[src/lane_slope_steering_assert.svh]
// assertion macros shared by the lane slope steering rtl
`ifndef LANE_SLOPE_STEERING_ASSERT_SVH
`define LANE_SLOPE_STEERING_ASSERT_SVH

`ifndef ASSERT_OFF
// checked only while out of reset
`define LSS_ASSERT(lbl, clk, rst_n, prop, msg) \
  lbl: assert property (@(posedge clk) disable iff (!rst_n) prop) else $error(msg);
// checked at every edge, reset included
`define LSS_ASSERT_ALWAYS(lbl, clk, prop, msg) \
  lbl: assert property (@(posedge clk) prop) else $error(msg);
`else
`define LSS_ASSERT(lbl, clk, rst_n, prop, msg)
`define LSS_ASSERT_ALWAYS(lbl, clk, prop, msg)
`endif

`endif

[src/lss_pkg.sv]
`timescale 1ns / 1ps
package lss_pkg;

  // parameter defaults
  localparam int COORD_BITS_DEF = 10;
  localparam int MAX_POINTS_DEF = 1024;
  localparam int FRAC_BITS_DEF  = 8;

  // fixed field widths
  localparam int ROW_W   = 10;
  localparam int THR_W   = 16;
  localparam int CFG_W   = 16;
  localparam int CFG_IDX_W = 2;
  localparam int MEAN_W  = 19;
  localparam int DIR_W   = 2;
  localparam int COUNT_W = 11;

  // threshold is given in q8.8
  localparam int THR_FRAC = 8;

  // register reset values
  localparam logic [ROW_W-1:0] ROW_UPPER_RST = 10'd50;
  localparam logic [ROW_W-1:0] ROW_LOWER_RST = 10'd70;
  localparam logic [THR_W-1:0] THR_RST       = 16'd51;

  // register indexes
  localparam logic [CFG_IDX_W-1:0] CFG_ROW_UPPER = 2'd0;
  localparam logic [CFG_IDX_W-1:0] CFG_ROW_LOWER = 2'd1;
  localparam logic [CFG_IDX_W-1:0] CFG_TURN_THR  = 2'd2;

  typedef enum logic [DIR_W-1:0] {
    DIR_STRAIGHT = 2'd0,
    DIR_LEFT     = 2'd1,
    DIR_RIGHT    = 2'd2
  } dir_t;

  typedef enum logic [2:0] {
    ST_IDLE,
    ST_SLOPE,
    ST_MEAN_GO,
    ST_MEAN,
    ST_FIN
  } state_t;

  typedef struct packed {
    logic busy;
    logic done;
  } div_stat_t;

endpackage

[src/lss_ifs.sv]
`timescale 1ns / 1ps
interface lss_in_if #(
  parameter int COORD_BITS = lss_pkg::COORD_BITS_DEF
);
  logic                  valid;
  logic                  ready;
  logic [COORD_BITS-1:0] point_x;
  logic [COORD_BITS-1:0] point_y;
  logic                  has_point;
  logic                  frame_last;

  modport source (output valid, point_x, point_y, has_point, frame_last, input ready);
  modport sink   (input valid, point_x, point_y, has_point, frame_last, output ready);
endinterface

interface lss_out_if;
  logic                                valid;
  logic                                ready;
  logic signed [lss_pkg::MEAN_W-1:0]   mean_slope;
  logic        [lss_pkg::DIR_W-1:0]    direction;
  logic        [lss_pkg::COUNT_W-1:0]  slope_count;
  logic                                zero_step_seen;

  modport source (output valid, mean_slope, direction, slope_count, zero_step_seen,
                  input ready);
  modport sink   (input valid, mean_slope, direction, slope_count, zero_step_seen,
                  output ready);
endinterface

[src/lss_div.sv]
`timescale 1ns / 1ps
// restoring divider, one quotient bit per cycle, dividend left aligned
module lss_div #(
  parameter int DIV_W  = 29,
  parameter int DVS_W  = 11,
  parameter int STEP_W = 5
) (
  input  logic               clk,
  input  logic               rst_n,
  input  logic               start,
  input  logic [DIV_W-1:0]   dividend,
  input  logic [DVS_W-1:0]   divisor,
  input  logic [STEP_W-1:0]  steps,
  output logic [DIV_W-1:0]   quotient,
  output lss_pkg::div_stat_t stat
);

  logic [DIV_W-1:0]  q_r;
  logic [DVS_W-1:0]  rem_r;
  logic [DVS_W-1:0]  d_r;
  logic [STEP_W-1:0] cnt_r;
  logic              busy_r;
  logic              done_r;

  logic [DVS_W:0]    shifted;
  logic [DVS_W+1:0]  diff;
  logic              fits;
  logic [DVS_W-1:0]  rem_nxt;
  logic [DIV_W-1:0]  q_nxt;

  assign shifted = {rem_r, q_r[DIV_W-1]};
  assign diff    = {1'b0, shifted} - {2'b00, d_r};
  assign fits    = ~diff[DVS_W+1];
  assign rem_nxt = fits ? diff[DVS_W-1:0] : shifted[DVS_W-1:0];
  assign q_nxt   = {q_r[DIV_W-2:0], fits};

  always_ff @(posedge clk) begin
    if (!rst_n) begin
      busy_r <= 1'b0;
      done_r <= 1'b0;
      cnt_r  <= '0;
    end else begin
      done_r <= 1'b0;
      if (start) begin
        busy_r <= 1'b1;
        cnt_r  <= steps;
      end else if (busy_r) begin
        cnt_r <= cnt_r - STEP_W'(1);
        if (cnt_r == STEP_W'(1)) begin
          busy_r <= 1'b0;
          done_r <= 1'b1;
        end
      end
    end
  end

  always_ff @(posedge clk) begin
    if (start) begin
      q_r   <= dividend;
      rem_r <= '0;
      d_r   <= divisor;
    end else if (busy_r) begin
      q_r   <= q_nxt;
      rem_r <= rem_nxt;
    end
  end

  assign quotient  = q_r;
  assign stat.busy = busy_r;
  assign stat.done = done_r;

endmodule

[src/lane_slope_steering.sv]
`timescale 1ns / 1ps
// lane slope steering
// in_bus carries one lane midpoint per word (point_x, point_y, has_point,
// frame_last); a point counts only when its row is strictly between row_upper
// and row_lower. each counted point after the first of a frame adds dx/dy
// (signed, FRAC_BITS fraction bits, truncated toward zero) to a running sum.
// the word with frame_last set yields one out_bus word: mean slope, direction
// (straight, left, right against +/-turn_threshold), slope count and a flag
// for skipped segments with equal rows. other words yield nothing.
// cfg_we/cfg_idx/cfg_wdata write row_upper (0), row_lower (1), turn_threshold
// (2, q8.8); the user must do so only while the block is idle (not enforced).
// one word is worked on at a time, all through one bit-serial divider.
// a slope takes COORD_BITS+FRAC_BITS divider steps; a frame with slopes adds
// COORD_BITS+FRAC_BITS+clog2(MAX_POINTS+1) steps for the mean at frame end.
// the result sits in an output register, so in_bus takes new words while it
// waits; a stalled receiver only holds the block at the next frame end.
// reset (synchronous, rst_n low) restores register defaults 50/70/51 and
// clears the frame state but for mean_r and neg_r; no clearing pass is needed.
module lane_slope_steering #(
  parameter int COORD_BITS = lss_pkg::COORD_BITS_DEF,
  parameter int MAX_POINTS = lss_pkg::MAX_POINTS_DEF,
  parameter int FRAC_BITS  = lss_pkg::FRAC_BITS_DEF
) (
  input  logic                          clk,
  input  logic                          rst_n,
  lss_in_if.sink                        in_bus,
  lss_out_if.source                     out_bus,
  input  logic                          cfg_we,
  input  logic [lss_pkg::CFG_IDX_W-1:0] cfg_idx,
  input  logic [lss_pkg::CFG_W-1:0]     cfg_wdata
);

  `include "lane_slope_steering_assert.svh"

  localparam int CB      = COORD_BITS;
  localparam int TALLY_W = $clog2(MAX_POINTS + 1);
  localparam int NUM_W   = CB + FRAC_BITS;
  localparam int DIV_W   = NUM_W + TALLY_W;
  localparam int SUM_W   = DIV_W + 1;
  localparam int DVS_W   = (CB > TALLY_W) ? CB : TALLY_W;
  localparam int STEP_W  = $clog2(DIV_W + 1);
  localparam int ROW_W   = lss_pkg::ROW_W;
  localparam int RCMP_W  = (CB > ROW_W) ? CB : ROW_W;
  localparam int TW      = lss_pkg::THR_W;
  localparam int THR_W   = TW + FRAC_BITS;
  localparam int CMP_W   = ((SUM_W > THR_W) ? SUM_W : THR_W) + 1;
  localparam int MEAN_OW = lss_pkg::MEAN_W;
  localparam int CNT_OW  = lss_pkg::COUNT_W;

  // configuration
  logic [ROW_W-1:0] row_upper_r;
  logic [ROW_W-1:0] row_lower_r;
  logic [TW-1:0]    thr_r;

  // frame state
  lss_pkg::state_t     state_r, state_nxt;
  logic [CB-1:0]       prev_col_r;
  logic [CB-1:0]       prev_row_r;
  logic                have_prev_r;
  logic signed [SUM_W-1:0] sum_r, sum_nxt;
  logic [TALLY_W-1:0]  tally_r;
  logic                zero_flag_r;
  logic                last_r;
  logic                neg_r;
  logic signed [SUM_W-1:0] mean_r;

  // output register
  logic                       out_valid_r;
  logic signed [MEAN_OW-1:0]  out_mean_r;
  logic [lss_pkg::DIR_W-1:0]  out_dir_r;
  logic [CNT_OW-1:0]          out_cnt_r;
  logic                       out_zero_r;

  // control from the sequencer
  logic in_ready;
  logic div_start;
  logic sel_mean;
  logic out_load;
  logic in_fire;
  logic out_free;

  // point qualification
  logic [RCMP_W-1:0] y_ext, up_ext, lo_ext;
  logic              in_win;
  logic [CB:0]       dx_u, dy_u, dx_abs, dy_abs;
  logic              dy_zero;
  logic              tally_room;
  logic              take_slope;
  logic              seg_zero;
  logic              tally_zero;

  // divider hookup
  logic [DIV_W-1:0]   div_dividend;
  logic [DVS_W-1:0]   div_divisor;
  logic [STEP_W-1:0]  div_steps;
  logic [DIV_W-1:0]   div_q;
  lss_pkg::div_stat_t div_stat;
  logic [SUM_W-1:0]   sum_abs;
  logic signed [SUM_W-1:0] q_signed;

  // direction decision
  logic [THR_W-1:0]        thr_val;
  logic signed [CMP_W-1:0] mean_ext, thr_ext;
  lss_pkg::dir_t           dir_nxt;

  assign in_fire  = in_bus.valid & in_ready;
  assign out_free = ~out_valid_r | out_bus.ready;

  assign y_ext   = RCMP_W'(in_bus.point_y);
  assign up_ext  = RCMP_W'(row_upper_r);
  assign lo_ext  = RCMP_W'(row_lower_r);
  assign in_win  = in_bus.has_point & (y_ext > up_ext) & (y_ext < lo_ext);

  assign dx_u    = {1'b0, in_bus.point_x} - {1'b0, prev_col_r};
  assign dy_u    = {1'b0, in_bus.point_y} - {1'b0, prev_row_r};
  assign dx_abs  = dx_u[CB] ? (~dx_u + (CB+1)'(1)) : dx_u;
  assign dy_abs  = dy_u[CB] ? (~dy_u + (CB+1)'(1)) : dy_u;
  assign dy_zero = (in_bus.point_y == prev_row_r);

  assign tally_room = (tally_r < TALLY_W'(MAX_POINTS));
  assign tally_zero = (tally_r == '0);
  assign take_slope = in_win & have_prev_r & ~dy_zero & tally_room;
  assign seg_zero   = in_win & have_prev_r & dy_zero;

  // magnitude of the sum for the mean division
  assign sum_abs = sum_r[SUM_W-1] ? SUM_W'(-sum_r) : SUM_W'(sum_r);

  // slope dividend is |dx| scaled by the fraction bits, top aligned
  always_comb begin
    if (sel_mean) begin
      div_dividend = sum_abs[DIV_W-1:0];
      div_divisor  = DVS_W'(tally_r);
      div_steps    = STEP_W'(DIV_W);
    end else begin
      div_dividend = {dx_abs[CB-1:0], {FRAC_BITS{1'b0}}, {TALLY_W{1'b0}}};
      div_divisor  = DVS_W'(dy_abs[CB-1:0]);
      div_steps    = STEP_W'(NUM_W);
    end
  end

  lss_div #(
    .DIV_W  (DIV_W),
    .DVS_W  (DVS_W),
    .STEP_W (STEP_W)
  ) u_div (
    .clk      (clk),
    .rst_n    (rst_n),
    .start    (div_start),
    .dividend (div_dividend),
    .divisor  (div_divisor),
    .steps    (div_steps),
    .quotient (div_q),
    .stat     (div_stat)
  );

  // quotient with its sign applied, truncation toward zero
  assign q_signed = neg_r ? -$signed(SUM_W'(div_q)) : $signed(SUM_W'(div_q));
  assign sum_nxt  = sum_r + q_signed;

  // threshold rescaled from q8.8, dropped bits truncated
  assign thr_val  = {thr_r, {FRAC_BITS{1'b0}}} >> lss_pkg::THR_FRAC;
  assign mean_ext = CMP_W'(mean_r);
  assign thr_ext  = $signed(CMP_W'(thr_val));

  always_comb begin
    if (mean_ext <= -thr_ext) begin
      dir_nxt = lss_pkg::DIR_RIGHT;
    end else if (mean_ext >= thr_ext) begin
      dir_nxt = lss_pkg::DIR_LEFT;
    end else begin
      dir_nxt = lss_pkg::DIR_STRAIGHT;
    end
  end

  // sequencer: next state
  always_comb begin
    state_nxt = state_r;
    case (state_r)
      lss_pkg::ST_IDLE: begin
        if (in_fire) begin
          if (take_slope) begin
            state_nxt = lss_pkg::ST_SLOPE;
          end else if (in_bus.frame_last) begin
            state_nxt = lss_pkg::ST_MEAN_GO;
          end
        end
      end
      lss_pkg::ST_SLOPE: begin
        if (div_stat.done) begin
          state_nxt = last_r ? lss_pkg::ST_MEAN_GO : lss_pkg::ST_IDLE;
        end
      end
      lss_pkg::ST_MEAN_GO: begin
        state_nxt = tally_zero ? lss_pkg::ST_FIN : lss_pkg::ST_MEAN;
      end
      lss_pkg::ST_MEAN: begin
        if (div_stat.done) begin
          state_nxt = lss_pkg::ST_FIN;
        end
      end
      lss_pkg::ST_FIN: begin
        if (out_free) begin
          state_nxt = lss_pkg::ST_IDLE;
        end
      end
      default: state_nxt = lss_pkg::ST_IDLE;
    endcase
  end

  // sequencer: outputs
  always_comb begin
    in_ready  = 1'b0;
    div_start = 1'b0;
    sel_mean  = 1'b0;
    out_load  = 1'b0;
    case (state_r)
      lss_pkg::ST_IDLE: begin
        in_ready  = 1'b1;
        div_start = in_bus.valid & take_slope;
      end
      lss_pkg::ST_MEAN_GO: begin
        sel_mean  = 1'b1;
        div_start = ~tally_zero;
      end
      lss_pkg::ST_FIN: begin
        out_load = out_free;
      end
      default: begin
        in_ready = 1'b0;
      end
    endcase
  end

  assign in_bus.ready = in_ready;

  // control and state registers
  always_ff @(posedge clk) begin
    if (!rst_n) begin
      state_r     <= lss_pkg::ST_IDLE;
      row_upper_r <= lss_pkg::ROW_UPPER_RST;
      row_lower_r <= lss_pkg::ROW_LOWER_RST;
      thr_r       <= lss_pkg::THR_RST;
      prev_col_r  <= '0;
      prev_row_r  <= '0;
      have_prev_r <= 1'b0;
      sum_r       <= '0;
      tally_r     <= '0;
      zero_flag_r <= 1'b0;
      last_r      <= 1'b0;
      out_valid_r <= 1'b0;
    end else begin
      state_r <= state_nxt;

      if (cfg_we) begin
        case (cfg_idx)
          lss_pkg::CFG_ROW_UPPER: row_upper_r <= cfg_wdata[ROW_W-1:0];
          lss_pkg::CFG_ROW_LOWER: row_lower_r <= cfg_wdata[ROW_W-1:0];
          lss_pkg::CFG_TURN_THR:  thr_r       <= cfg_wdata[TW-1:0];
          default: ;
        endcase
      end

      if (in_fire) begin
        last_r <= in_bus.frame_last;
        if (in_win) begin
          prev_col_r  <= in_bus.point_x;
          prev_row_r  <= in_bus.point_y;
          have_prev_r <= 1'b1;
        end
        if (seg_zero) begin
          zero_flag_r <= 1'b1;
        end
      end

      if ((state_r == lss_pkg::ST_SLOPE) && div_stat.done) begin
        sum_r   <= sum_nxt;
        tally_r <= tally_r + TALLY_W'(1);
      end

      // frame end: result handed over, frame state cleared
      if (out_load) begin
        have_prev_r <= 1'b0;
        sum_r       <= '0;
        tally_r     <= '0;
        zero_flag_r <= 1'b0;
        out_valid_r <= 1'b1;
      end else if (out_bus.ready) begin
        out_valid_r <= 1'b0;
      end
    end
  end

  // payload registers
  always_ff @(posedge clk) begin
    if (div_start) begin
      neg_r <= sel_mean ? sum_r[SUM_W-1] : (dx_u[CB] ^ dy_u[CB]);
    end
    if ((state_r == lss_pkg::ST_MEAN_GO) && tally_zero) begin
      mean_r <= '0;
    end else if ((state_r == lss_pkg::ST_MEAN) && div_stat.done) begin
      mean_r <= q_signed;
    end
    if (out_load) begin
      out_mean_r <= MEAN_OW'(mean_r);
      out_dir_r  <= dir_nxt;
      out_cnt_r  <= CNT_OW'(tally_r);
      out_zero_r <= zero_flag_r;
    end
  end

  assign out_bus.valid          = out_valid_r;
  assign out_bus.mean_slope     = out_mean_r;
  assign out_bus.direction      = out_dir_r;
  assign out_bus.slope_count    = out_cnt_r;
  assign out_bus.zero_step_seen = out_zero_r;

  // no new word while a division is running
  `LSS_ASSERT(a_ready_div_idle, clk, rst_n, in_ready |-> !div_stat.busy, "word taken during division")
  // divider finishes only in a state that consumes its result
  `LSS_ASSERT(a_done_state, clk, rst_n, div_stat.done |-> (state_r == lss_pkg::ST_SLOPE || state_r == lss_pkg::ST_MEAN), "divider result dropped")
  // slope count stays within its limit
  `LSS_ASSERT(a_tally_max, clk, rst_n, tally_r <= TALLY_W'(MAX_POINTS), "slope count past limit")
  // handing over a result clears the frame
  `LSS_ASSERT(a_frame_clear, clk, rst_n, out_load |=> (tally_r == '0 && !have_prev_r && !zero_flag_r), "frame state not cleared")

endmodule
[src/flat_wrapper.sv]
// flat-port wrapper written by rule: the top's interface ports become plain ports
module lane_slope_steering_flat 
#(
  parameter int COORD_BITS = lss_pkg::COORD_BITS_DEF,
  parameter int MAX_POINTS = lss_pkg::MAX_POINTS_DEF,
  parameter int FRAC_BITS  = lss_pkg::FRAC_BITS_DEF
)
  (clk, rst_n, cfg_we, cfg_idx, cfg_wdata, in_bus_valid, in_bus_point_x, in_bus_point_y, in_bus_has_point, in_bus_frame_last, in_bus_ready, out_bus_valid, out_bus_mean_slope, out_bus_direction, out_bus_slope_count, out_bus_zero_step_seen, out_bus_ready);
  lss_in_if #(.COORD_BITS(COORD_BITS)) in_bus_i ();
  lss_out_if out_bus_i ();
  input  logic clk;
  input  logic rst_n;
  input  logic cfg_we;
  input  logic [lss_pkg::CFG_IDX_W-1:0] cfg_idx;
  input  logic [lss_pkg::CFG_W-1:0] cfg_wdata;
  input wire logic [$bits(in_bus_i.valid)-1:0] in_bus_valid;
  input wire logic [$bits(in_bus_i.point_x)-1:0] in_bus_point_x;
  input wire logic [$bits(in_bus_i.point_y)-1:0] in_bus_point_y;
  input wire logic [$bits(in_bus_i.has_point)-1:0] in_bus_has_point;
  input wire logic [$bits(in_bus_i.frame_last)-1:0] in_bus_frame_last;
  output wire logic [$bits(in_bus_i.ready)-1:0] in_bus_ready;
  output wire logic [$bits(out_bus_i.valid)-1:0] out_bus_valid;
  output wire logic [$bits(out_bus_i.mean_slope)-1:0] out_bus_mean_slope;
  output wire logic [$bits(out_bus_i.direction)-1:0] out_bus_direction;
  output wire logic [$bits(out_bus_i.slope_count)-1:0] out_bus_slope_count;
  output wire logic [$bits(out_bus_i.zero_step_seen)-1:0] out_bus_zero_step_seen;
  input wire logic [$bits(out_bus_i.ready)-1:0] out_bus_ready;
  assign in_bus_i.valid = in_bus_valid;
  assign in_bus_i.point_x = in_bus_point_x;
  assign in_bus_i.point_y = in_bus_point_y;
  assign in_bus_i.has_point = in_bus_has_point;
  assign in_bus_i.frame_last = in_bus_frame_last;
  assign in_bus_ready = in_bus_i.ready;
  assign out_bus_valid = out_bus_i.valid;
  assign out_bus_mean_slope = out_bus_i.mean_slope;
  assign out_bus_direction = out_bus_i.direction;
  assign out_bus_slope_count = out_bus_i.slope_count;
  assign out_bus_zero_step_seen = out_bus_i.zero_step_seen;
  assign out_bus_i.ready = out_bus_ready;
  lane_slope_steering #(.COORD_BITS(COORD_BITS), .MAX_POINTS(MAX_POINTS), .FRAC_BITS(FRAC_BITS)) u_core (.clk(clk), .rst_n(rst_n), .in_bus(in_bus_i), .out_bus(out_bus_i), .cfg_we(cfg_we), .cfg_idx(cfg_idx), .cfg_wdata(cfg_wdata));
endmodule
[config.mk]
export PLATFORM = sky130hd
export DESIGN_NAME = lane_slope_steering_flat
export DESIGN_NICKNAME = d
export VERILOG_FILES = /design/src/lss_pkg.sv /design/src/lss_ifs.sv /design/src/lss_div.sv /design/src/lane_slope_steering.sv /design/src/flat_wrapper.sv
export VERILOG_INCLUDE_DIRS = /design/src /design/src/src
export SDC_FILE = /design/constraint.sdc
export NUM_CORES = 1
export LEC_CHECK = 0
export ABC_AREA = 1
export ABC_CLOCK_PERIOD_IN_PS = 4800
export BUFFER_PORTS_ARGS = -buffer_cell sky130_fd_sc_hd__clkbuf_2
export CAP_MARGIN = 25
export CORE_MARGIN = 10
export CORE_UTILIZATION = 58
export DETAILED_ROUTE_END_ITERATION = 10
export HOLD_SLACK_MARGIN = 0.06
export PLACE_DENSITY_LB_ADDON = 0.15
export SKIP_LAST_GASP = 1
export SYNTH_ARGS = -nofsm -noshare
export SYNTH_HDL_FRONTEND = slang
export SYNTH_SLANG_ARGS = --single-unit
[constraint.sdc]
create_clock -name clk -period 4.8 [get_ports clk]
set_input_delay 0.72 -clock clk [delete_from_list [all_inputs] [get_ports clk]]
set_output_delay 0.72 -clock clk [all_outputs]
set_load 0.02 [all_outputs]
==> results of run 1 <==
worst max path at each step:
stage | end | slack (ns) | depth (start not counted)
3_3_place_gp | u_core.sum_r[24] | 1.09 | 23
2_1_floorplan | u_core.sum_r[18] | 1.67 | 8
3_5_place_dp | u_core.sum_r[24] | 1.05 | 23
4_1_cts | u_core.sum_r[24] | 1.05 | 23
6_report | u_core.sum_r[24] | 0.91 | 23
5_1_grt | u_core.sum_r[24] | 0.64 | 23
cells in the final DEF, fill, tap and decap left out, drive strengths merged, types with 6 or more instances in the layout:
| master | netlist | layout |
|---|---|---|
| nand2 | 459 | 459 |
| inv | 329 | 332 |
| nor2 | 241 | 241 |
| o21ai | 185 | 185 |
| a21oi | 184 | 184 |
| dfxtp | 152 | 152 |
| ha | 134 | 134 |
| nand3 | 128 | 128 |
| clkbuf | 37 | 109 |
| edfxtp | 74 | 74 |
| xor2 | 69 | 69 |
| nand4 | 52 | 52 |
| nor3 | 39 | 39 |
| o21bai | 30 | 30 |
| o211ai | 24 | 24 |
| o22ai | 14 | 14 |
| a31oi | 13 | 13 |
| nand3b | 13 | 13 |
| xnor2 | 12 | 12 |
| buf | 19 | 12 |
| clkinv | 3 | 11 |
| a21o | 7 | 7 |
| bufinv | 0 | 7 |
| or2 | 6 | 6 |
| nor4 | 6 | 6 |
through the flow:
stage	area, µm²	cells
finish	17800	2712
global route	17800	2712
CTS	17800	2711
detailed placement	16800	2661
global placement	16700	2659
floorplan	16000	2255
worst min-delay path: stages:
cell      delay (ns)
clkbuf_2        0.10
nand2_1         0.06
a21oi_1         0.05
flip-flops by register name (all words and copies together), names as in the netlist, 5 cells and up:
signal and flops:
u_core.prev_row_r 10, u_core.out_bus.slope_count 11, u_core.thr_r 16, u_core.out_bus.mean_slope 19, u_core.u_div.d_r 11, u_core.mean_r 30, u_core.u_div.rem_r 11, u_core.u_div.cnt_r 5
u_core.row_upper_r 10, u_core.tally_r 11, u_core.lo_ext 10, u_core.sum_r 30, u_core.prev_col_r 10, u_core.u_div.quotient 29
power breakdown:
part,leakage [µW],internal (µW),total [µW],switching (µW)
logic,0.00627,207,627,420
clock network,0.000485,1450,2320,876
registers,0.00191,2020,2050,27.0
cells by family (layout without fill, tap and decap cells):
kind of cell	count (synthesis)	count (layout)	synth area share
adder cells (fa/ha/maj)	138	138	0.110
AND/OR/NAND/NOR	951	951	0.262
AO/OA/AOI/OAI	471	471	0.162
buffers and inverters	388	473	0.0929
flip-flops	226	226	0.328
XOR/XNOR	81	81	0.0447
per-layer routing:
layer  up-vias  wire [µm]  track usage
met5         -          0            0
met4         0       1730       0.0961
met3       109       3340       0.0390
met2       602      21600        0.440
met1      7092      21100        0.362
li1       7625          -            -
cell type report:
| class | count | area, µm² | share of cell area |
|---|---|---|---|
| sequential | 226 | 5270 | 0.296 |
| multi-input combinational | 1641 | 9290 | 0.522 |
| clock buffer | 30 | 708 | 0.0398 |
| tap | 372 | 465 | 0.0261 |
| clock inverter | 20 | 295 | 0.0166 |
| inverter | 332 | 1250 | 0.0700 |
| timing repair buffer | 91 | 533 | 0.0299 |
==> metrics, run 1 <==
status finished clean; delay of the slowest cell on the worst path 0.44 ns; hold_buf cts 0; Total Die Area about 35000 µm²; worst hold path endpoint u_core.last_r; drt pass-1 iters 6; Post-Syn Area ~16000 µm²; slowest cell on the critical path edfxtp_1; die width 186 µm; CTS tree done; GRT overflow 0; Hold Crit Class in2reg; cell count after synthesis 2255; Port-buffer cells 79; capturing point of the worst reg2reg path u_core.sum_r[24]; Max Clk Rate 0.257 GHz; top cell type's share of synthesized area 0.190; worst vdd ir 0.285 mV; syn_nets around 2400; Worst Setup Slack, final approximately 0.91 ns; critical path launch point u_core.u_div.quotient[0]; CP top delay family simple AND/OR/NAND/NOR gates; Vias/cell 5.69; r2r setup slk 0.91 ns; DR iter-0 viols 1516; Crit Path Max Fanout 6; final worst path period share 0.811; Post-synth top cells 455 x nand2_1, 317 x inv_1, 234 x nor2_1; reg2reg path depth 23; most common cell in the netlist nand2_1; Crit path required time 5.25 ns; GR Util All Layers 0.272; Worst-Margin Slew 0.989 ns; final hold violation count 0; CTS clock-pin slew for the worst setup and hold paths 0.07 ns; worst hold path startpoint in_bus_frame_last; reg2reg start u_core.u_div.quotient[0]; layout cells sized above 1 0.0833; worst skew pair latency 0.55 ns; YS warnings 0; Synth area leaders dfxtp_1 19%, edfxtp_1 14%, nand2_1 11%; Final min period 3.89 ns; first-pass GRT wire length 75.9 mm; RSZ-0062 raised after global routing no; vias in the first global route 14400; critical path endpoint category flop; syn avg cell area 7.11 µm²; area grow syn2layout 11.0%; antenna cells 0; WHS Path Cells 3; Overall Power 4990 µW; Setup violations, final 0; leading area contributor after synthesis dfxtp_1; ANT nets after route 0; Post-CTS Setup Inserts 0; CTS buffer count 27; post-CTS sizing 0; CP Class reg2reg; cell area power density 281 nW/µm²; wire per inst 17.6 µm; maxcap violations 0; distinct cell type count after synthesis 52; Sink Count 226; Post-synth EDFFs 74; CTS root buf clkbuf_16; H-Tree Depth 1; initial antenna violation count 0; Residual DRC 0; die height 186 µm; Pleak around 0.0087 µW; sequential area share after synthesis 0.328; Max transition margin 0.338; DPL Wire Length 36.4 mm; largest net degree at the start of global routing 46; initial core utilization 0.592; Critical Path Source Type flop; GPL Wtd Cong 1.00; row count 60; Final nets 2502; #FFs+latches synth ~230; clock buffer depth 3; Final Max Slew Viols 0; Critical Path, Cell by Cell inv_1 -> ha_1 -> inv_1 -> nor2_1 -> nand4_1 -> nor3_2 -> nand2_1 -> nand2_2 -> o21ai_0 -> xor2_1 -> inv_1 -> ha_1 -> nand2_1 -> inv_1 -> nand2_1 -> nor2_1 -> nand4_1 -> nand3_1 -> nand2_1 -> nand2_1 -> nor2_1 -> o21ai_0 -> inv_1; Routed WL 47.7 mm; Post-synth top flop dfxtp_1; via count 15400; Setup Total Neg Slack 0 ns; CP arrival 4.34 ns; fillers 2409; hold_ws about 0.43 ns; io pins 80; Post-synth ARST share 0; final core utilization 0.657; Setup WS pre-CTS 1.05 ns; Setup Skew 0.0224 ns; crit path buf inv count 5; Core Region ~27000 µm²
Note: power is estimated with default switching activity, not from simulation.
==> run 2: changes to the inputs <==
- ABC_CLOCK_PERIOD_IN_PS: 4800 -> 3620
- clock period: 4.8 -> 3.62 ns (I/O delays scaled with it)
==> metrics, run 2 (same netlist as run 1, synthesis figures left out) <==
delay of the slowest cell on the worst path 0.32 ns (-0.12 ns); area grow syn2layout 12.0%; Max Clk Rate 0.286 GHz (+11%); fin cells 2737 (+0.92%); Residual DRC 0 (unchanged); GPL Wtd Cong 0.993 (-1.0%); Final min period 3.50 ns (-0.393 ns); final hold violation count 0 (unchanged); die height 186 µm (unchanged); GR Util All Layers 0.261 (-0.0105); io pins 80 (unchanged); initial antenna violation count 1 (+1); ANT nets after route 0 (unchanged); Core Region 27100 µm² (unchanged); CTS buffer count 27 (unchanged); slowest cell on the critical path dfxtp_1; CTS clock-pin slew for the worst setup and hold paths 0.06 ns (about the same); initial core utilization 0.592 (unchanged); Worst Setup Slack, final 0.118 ns (-0.787 ns); die width 186 µm (unchanged); Pleak 0.00874 µW (+0.91%); CP arrival 3.80 ns (-0.54 ns); worst skew pair latency 0.55 ns (about the same); Final Max Slew Viols 0 (unchanged); RSZ-0062 raised after global routing yes; maxcap violations 0 (unchanged); hold_buf cts 0 (unchanged); DPL Wire Length 35.7 mm (-2.0%); Overall Power 6300 µW (+26%); layout cells sized above 1 0.0998 (+0.0165); hold_ws 0.245 ns (-0.185 ns); Sequential Area 5270 µm² (unchanged); Crit Path Max Fanout 8 (+2); DR iter-0 viols 1356 (-11%); Total Die Area 34700 µm² (unchanged); Sink Count 226 (unchanged); CTS root buf clkbuf_16; Critical Path Source Type flop; worst vdd ir 0.416 mV (+46%); commonest non-fill, non-tap cell in the layout nand2_1; GRT overflow 0 (unchanged); Max transition margin 0.393 (+0.0551); drt pass-1 iters 5 (-1); Final nets 2526 (+0.96%); area occupied by multi-input gates 9380 µm² (+1.0%); row count 60 (unchanged); final worst path period share 0.967 (+0.156); CTS tree done; CP Class reg2reg; Crit path required time 3.92 ns (-1.33 ns); placed insts 2676 (+0.56%); final core utilization 0.663 (+0.00577); via count 15500 (+0.36%); Worst-Margin Slew 0.907 ns (-0.0823 ns); critical path endpoint category flop; Routed WL 46.3 mm (-2.9%); Vias/cell 5.66 (-0.56%); largest net degree at the start of global routing 46 (unchanged); Setup Skew 0.0141 ns (-0.00834 ns); Critical Path, Cell by Cell inv_1 -> ha_1 -> nand3_1 -> nor3_2 -> nand2_1 -> nor3_2 -> nand3_1 -> nor2_4 -> nand4_4 -> nor2_1 -> ha_1 -> a21oi_1 -> nor2_1 -> a211oi_1 -> o21ai_0 -> nor2_1 -> nand3_1 -> nand3_1 -> nor2_1; fillers 2450 (+1.7%); vias in the first global route 14100 (-1.9%); first-pass GRT wire length 72.8 mm (-4.0%); Hold Crit Class in2reg; Port-buffer cells 79 (unchanged); most frequent cells in the layout 453 x nand2_1, 317 x inv_1, 227 x nor2_1; Setup WS pre-CTS 0.145 ns (-0.905 ns); wire per inst 16.9 µm (-3.8%); cell area power density 351 nW/µm² (+25%); status finished clean; H-Tree Depth 1 (unchanged); Setup violations, final 0 (unchanged); clock buffer depth 3 (unchanged)
run 2: final cells by class:
cell class                      instances  share of cell area
Antenna cell                            1            0.000139
Clock buffer                           40              0.0455
Clock inverter                         10             0.00516
Inverter                              332              0.0694
Multi-Input combinational cell       1641               0.523
Sequential cell                       226               0.293
Tap cell                              372              0.0259
Timing Repair Buffer                  115              0.0382
run 2: timing repair:
item	4_1_cts	5_1_grt
buffers inserted	0	9
endpoints found under the setup margin	0	16
resized for setup	0	24
run 2: path summary, 6_finish.rpt:
path	startpoint	to	slack (ns)	cells past startpoint
max	u_core.thr_r[1]	u_core.out_bus.direction[0]	0.12	19
min	in_bus_frame_last	u_core.last_r	0.25	3
max reg2reg	u_core.thr_r[1]	u_core.out_bus.direction[0]	0.12	19
min reg2reg	u_core.tally_r[6]	u_core.out_bus.slope_count[6]	0.43	0
run 2: worst max-delay path, delay by kind of cell (launching register included):
family	cells	cell delay (ns)
AO/OA/AOI/OAI	3	0.47
adder cells (fa/ha/maj)	2	0.48
buffers and inverters	1	0.11
flip-flops	1	0.32
AND/OR/NAND/NOR	13	1.87
run 2: routing by layer:
metal,global-route usage,vias to the layer above,wire [µm]
li1,-,7679,-
met1,0.342,7133,19600
met2,0.423,568,21100
met3,0.0514,103,4000
met4,0.0861,0,1670
met5,0,-,0
run 2: metrics by stage:
stage	cell area, µm²	TNS, ns
finish	18000	0
global route	18000	-0.542
CTS	17800	0
detailed placement	16900	0
global placement	16900	0
floorplan	16000	0
run 2: power breakdown:
part	total [µW]	leakage, µW	switching (µW)	internal (µW)
Combinational	823	0.00639	550	273
Clock	2760	0.000444	1120	1640
Sequential	2710	0.00191	35.2	2680
Total	6300	0.00874	1710	4590
==> run 3: changes to the inputs <==
--- a/config.mk
+++ b/config.mk
@@ -13,3 +13,3 @@
 export CORE_MARGIN = 10
-export CORE_UTILIZATION = 58
+export CORE_UTILIZATION = 30
 export DETAILED_ROUTE_END_ITERATION = 10
==> constraint.sdc (replaced) <==
create_clock -name clk -period 3.62 [get_ports clk]
set_input_delay 0 -clock clk [delete_from_list [all_inputs] [get_ports clk]]
set_output_delay 0 -clock clk [all_outputs]
set_load 0.02 [all_outputs]
==> metrics, run 3 (same netlist as run 1, synthesis figures left out) <==
CP Class reg2reg; ANT nets after route 0 (unchanged); wire per inst 17.8 µm (+4.9%); maxcap violations 0 (unchanged); Setup Skew 0.0236 ns (+0.00950 ns); Max transition margin 0.391 (-0.00214); initial core utilization 0.304 (-0.288); Routed WL 55.3 mm (+19%); hold_ws 0.0931 ns (-0.152 ns); Worst-Margin Slew 0.913 ns (+0.00542 ns); DR iter-0 viols 1085 (-20%); Total Die Area 63100 µm² (+82%); DR top layer met4; Port-buffer cells 79 (unchanged); CTS clock-pin slew for the worst setup and hold paths 0.06 ns (about the same); Setup violations, final 0 (unchanged); initial antenna violation count 0 (-1); vias in the first global route 14800 (+5.3%); CP arrival 3.98 ns (+0.18 ns); CTS buffer count 29 (+7.4%); Vias/cell 4.97 (-12%); die height 251 µm (+35%); commonest non-fill, non-tap cell in the layout nand2_1; worst vdd ir 0.343 mV (-18%); io pins 80 (unchanged); Hold Crit Class in2reg; Crit Path Max Fanout 6 (-2); drt pass-1 iters 8 (+3); area grow syn2layout 20.5%; status finished clean; met2 WL post-DR 25.5 mm (+21%); antenna cells 0 (-1); Crit path required time 4.14 ns (+0.22 ns); CTS tree done; final worst path period share 0.958 (-0.00962); WL met1 26.7 mm (+36%); Max Clk Rate 0.288 GHz (+1.0%); Pleak 0.00909 µW (+4.0%); Critical Path Source Type flop; CTS root buf clkbuf_16; first-pass GRT wire length 84.6 mm (+16%); Final min period 3.47 ns (-0.0348 ns); DPL Wire Length 42.5 mm (+19%); cell area power density 353 nW/µm² (+0.60%); worst skew pair latency 0.59 ns (+0.04 ns); largest net degree at the start of global routing 43 (-6.5%); row count 84 (+40%); Core Region 52800 µm² (+95%); Residual DRC 0 (unchanged); Final nets 2589 (+2.5%); Final Max Slew Viols 0 (unchanged); post-layout instance area 19300 µm² (+7.6%); GPL Wtd Cong 0.889 (-10%); die width 251 µm (+35%); Area after DPL 17300 µm² (+2.8%); RSZ-0062 raised after global routing yes; critical path endpoint category flop; clock buffer depth 3 (unchanged); GRT overflow 0 (unchanged); H-Tree Depth 1 (unchanged); via count 15500 (+0.16%); GR Util All Layers 0.168 (-0.0933); metal3 WL 2.06 mm (-49%); Sink Count 226 (unchanged); final hold violation count 0 (unchanged); most frequent cells in the layout 445 x nand2_1, 315 x inv_1, 223 x nor2_1; layout cells sized above 1 0.123 (+0.0229)
run 3: cell types whose count changed in the layout (fill, tap and decap cells not counted), moves of 8 or more:
cell	previous run	this run
a21oi_2	3	14
nand2_2	5	14
a21oi_1	180	169
nand2_1	453	445
buf_4	35	44
dlygate4sd3_1	0	52
run 3: layout make-up:
type / instances / area (µm²)
fill: 5611 / 33400
multi-input combinational: 1641 / 9630
sequential: 226 / 5270
timing repair buffer: 176 / 1270
inverter: 332 / 1250
tap: 688 / 861
clock buffer: 38 / 842
clock inverter: 16 / 203
run 3: power breakdown:
group	leakage (µW)	internal, µW	switching [µW]	total (µW)
Sequential	0.00191	2680	36.5	2720
Combinational	0.00668	307	605	912
Clock	0.000511	1930	1260	3190
run 3: repair_timing:
item	in CTS	in global routing
setup buffers	0	10
hold buffers	52	0
endpoints found under the hold margin	61	0
resized for setup	1	82
endpoints found under the setup margin	1	15
pin swaps	0	23
run 3: path summary, 6_finish.rpt:
path                                 start                             to  slack, ns  depth (start not counted)
hold / removal                       rst_n               u_core.lo_ext[6]       0.09                          2
setup / recovery  u_core.u_div.quotient[0]               u_core.sum_r[21]       0.15                         20
hold reg to reg          u_core.tally_r[6]  u_core.out_bus.slope_count[6]       0.43                          0
setup reg to reg  u_core.u_div.quotient[0]               u_core.sum_r[21]       0.15                         20
run 3: metrics by stage:
stage          worst slack [ns]  total power, µW  cells  setup TNS (ns)   util
2_1_floorplan             0.705             3350   2255               0      -
3_3_place_gp             0.0755             3630   3001               0  0.328
3_5_place_dp             0.0293             3640   3001               0  0.328
4_1_cts                  0.0182             6910   3107               0  0.358
5_1_grt                 -0.0431             7110   3117          -0.164  0.366
6_report                  0.153             6810   3117               0  0.366
run 3: per-layer routing:
layer / global-route usage / vias to the layer above
li1: - / 7809
met1: 0.230 / 7287
met2: 0.279 / 340
met3: 0.0184 / 71
met4: 0.0379 / 0
met5: 0 / -
run 3: critical path, cell delays in order (launching register included):
cell      delay (ns)
edfxtp_1        0.40
inv_2           0.08
ha_1            0.14
inv_1           0.07
nor2_2          0.14
nand4_1         0.17
nor3_2          0.24
nand2_1         0.13
nand2_2         0.14
nand2_1         0.13
xor2_2          0.19
ha_2            0.40
nand2_2         0.12
nor2_2          0.14
inv_1           0.08
nor2_1          0.17
nand4_1         0.12
nand2_1         0.13
xor2_1          0.22
o21ai_0         0.10
inv_1           0.07
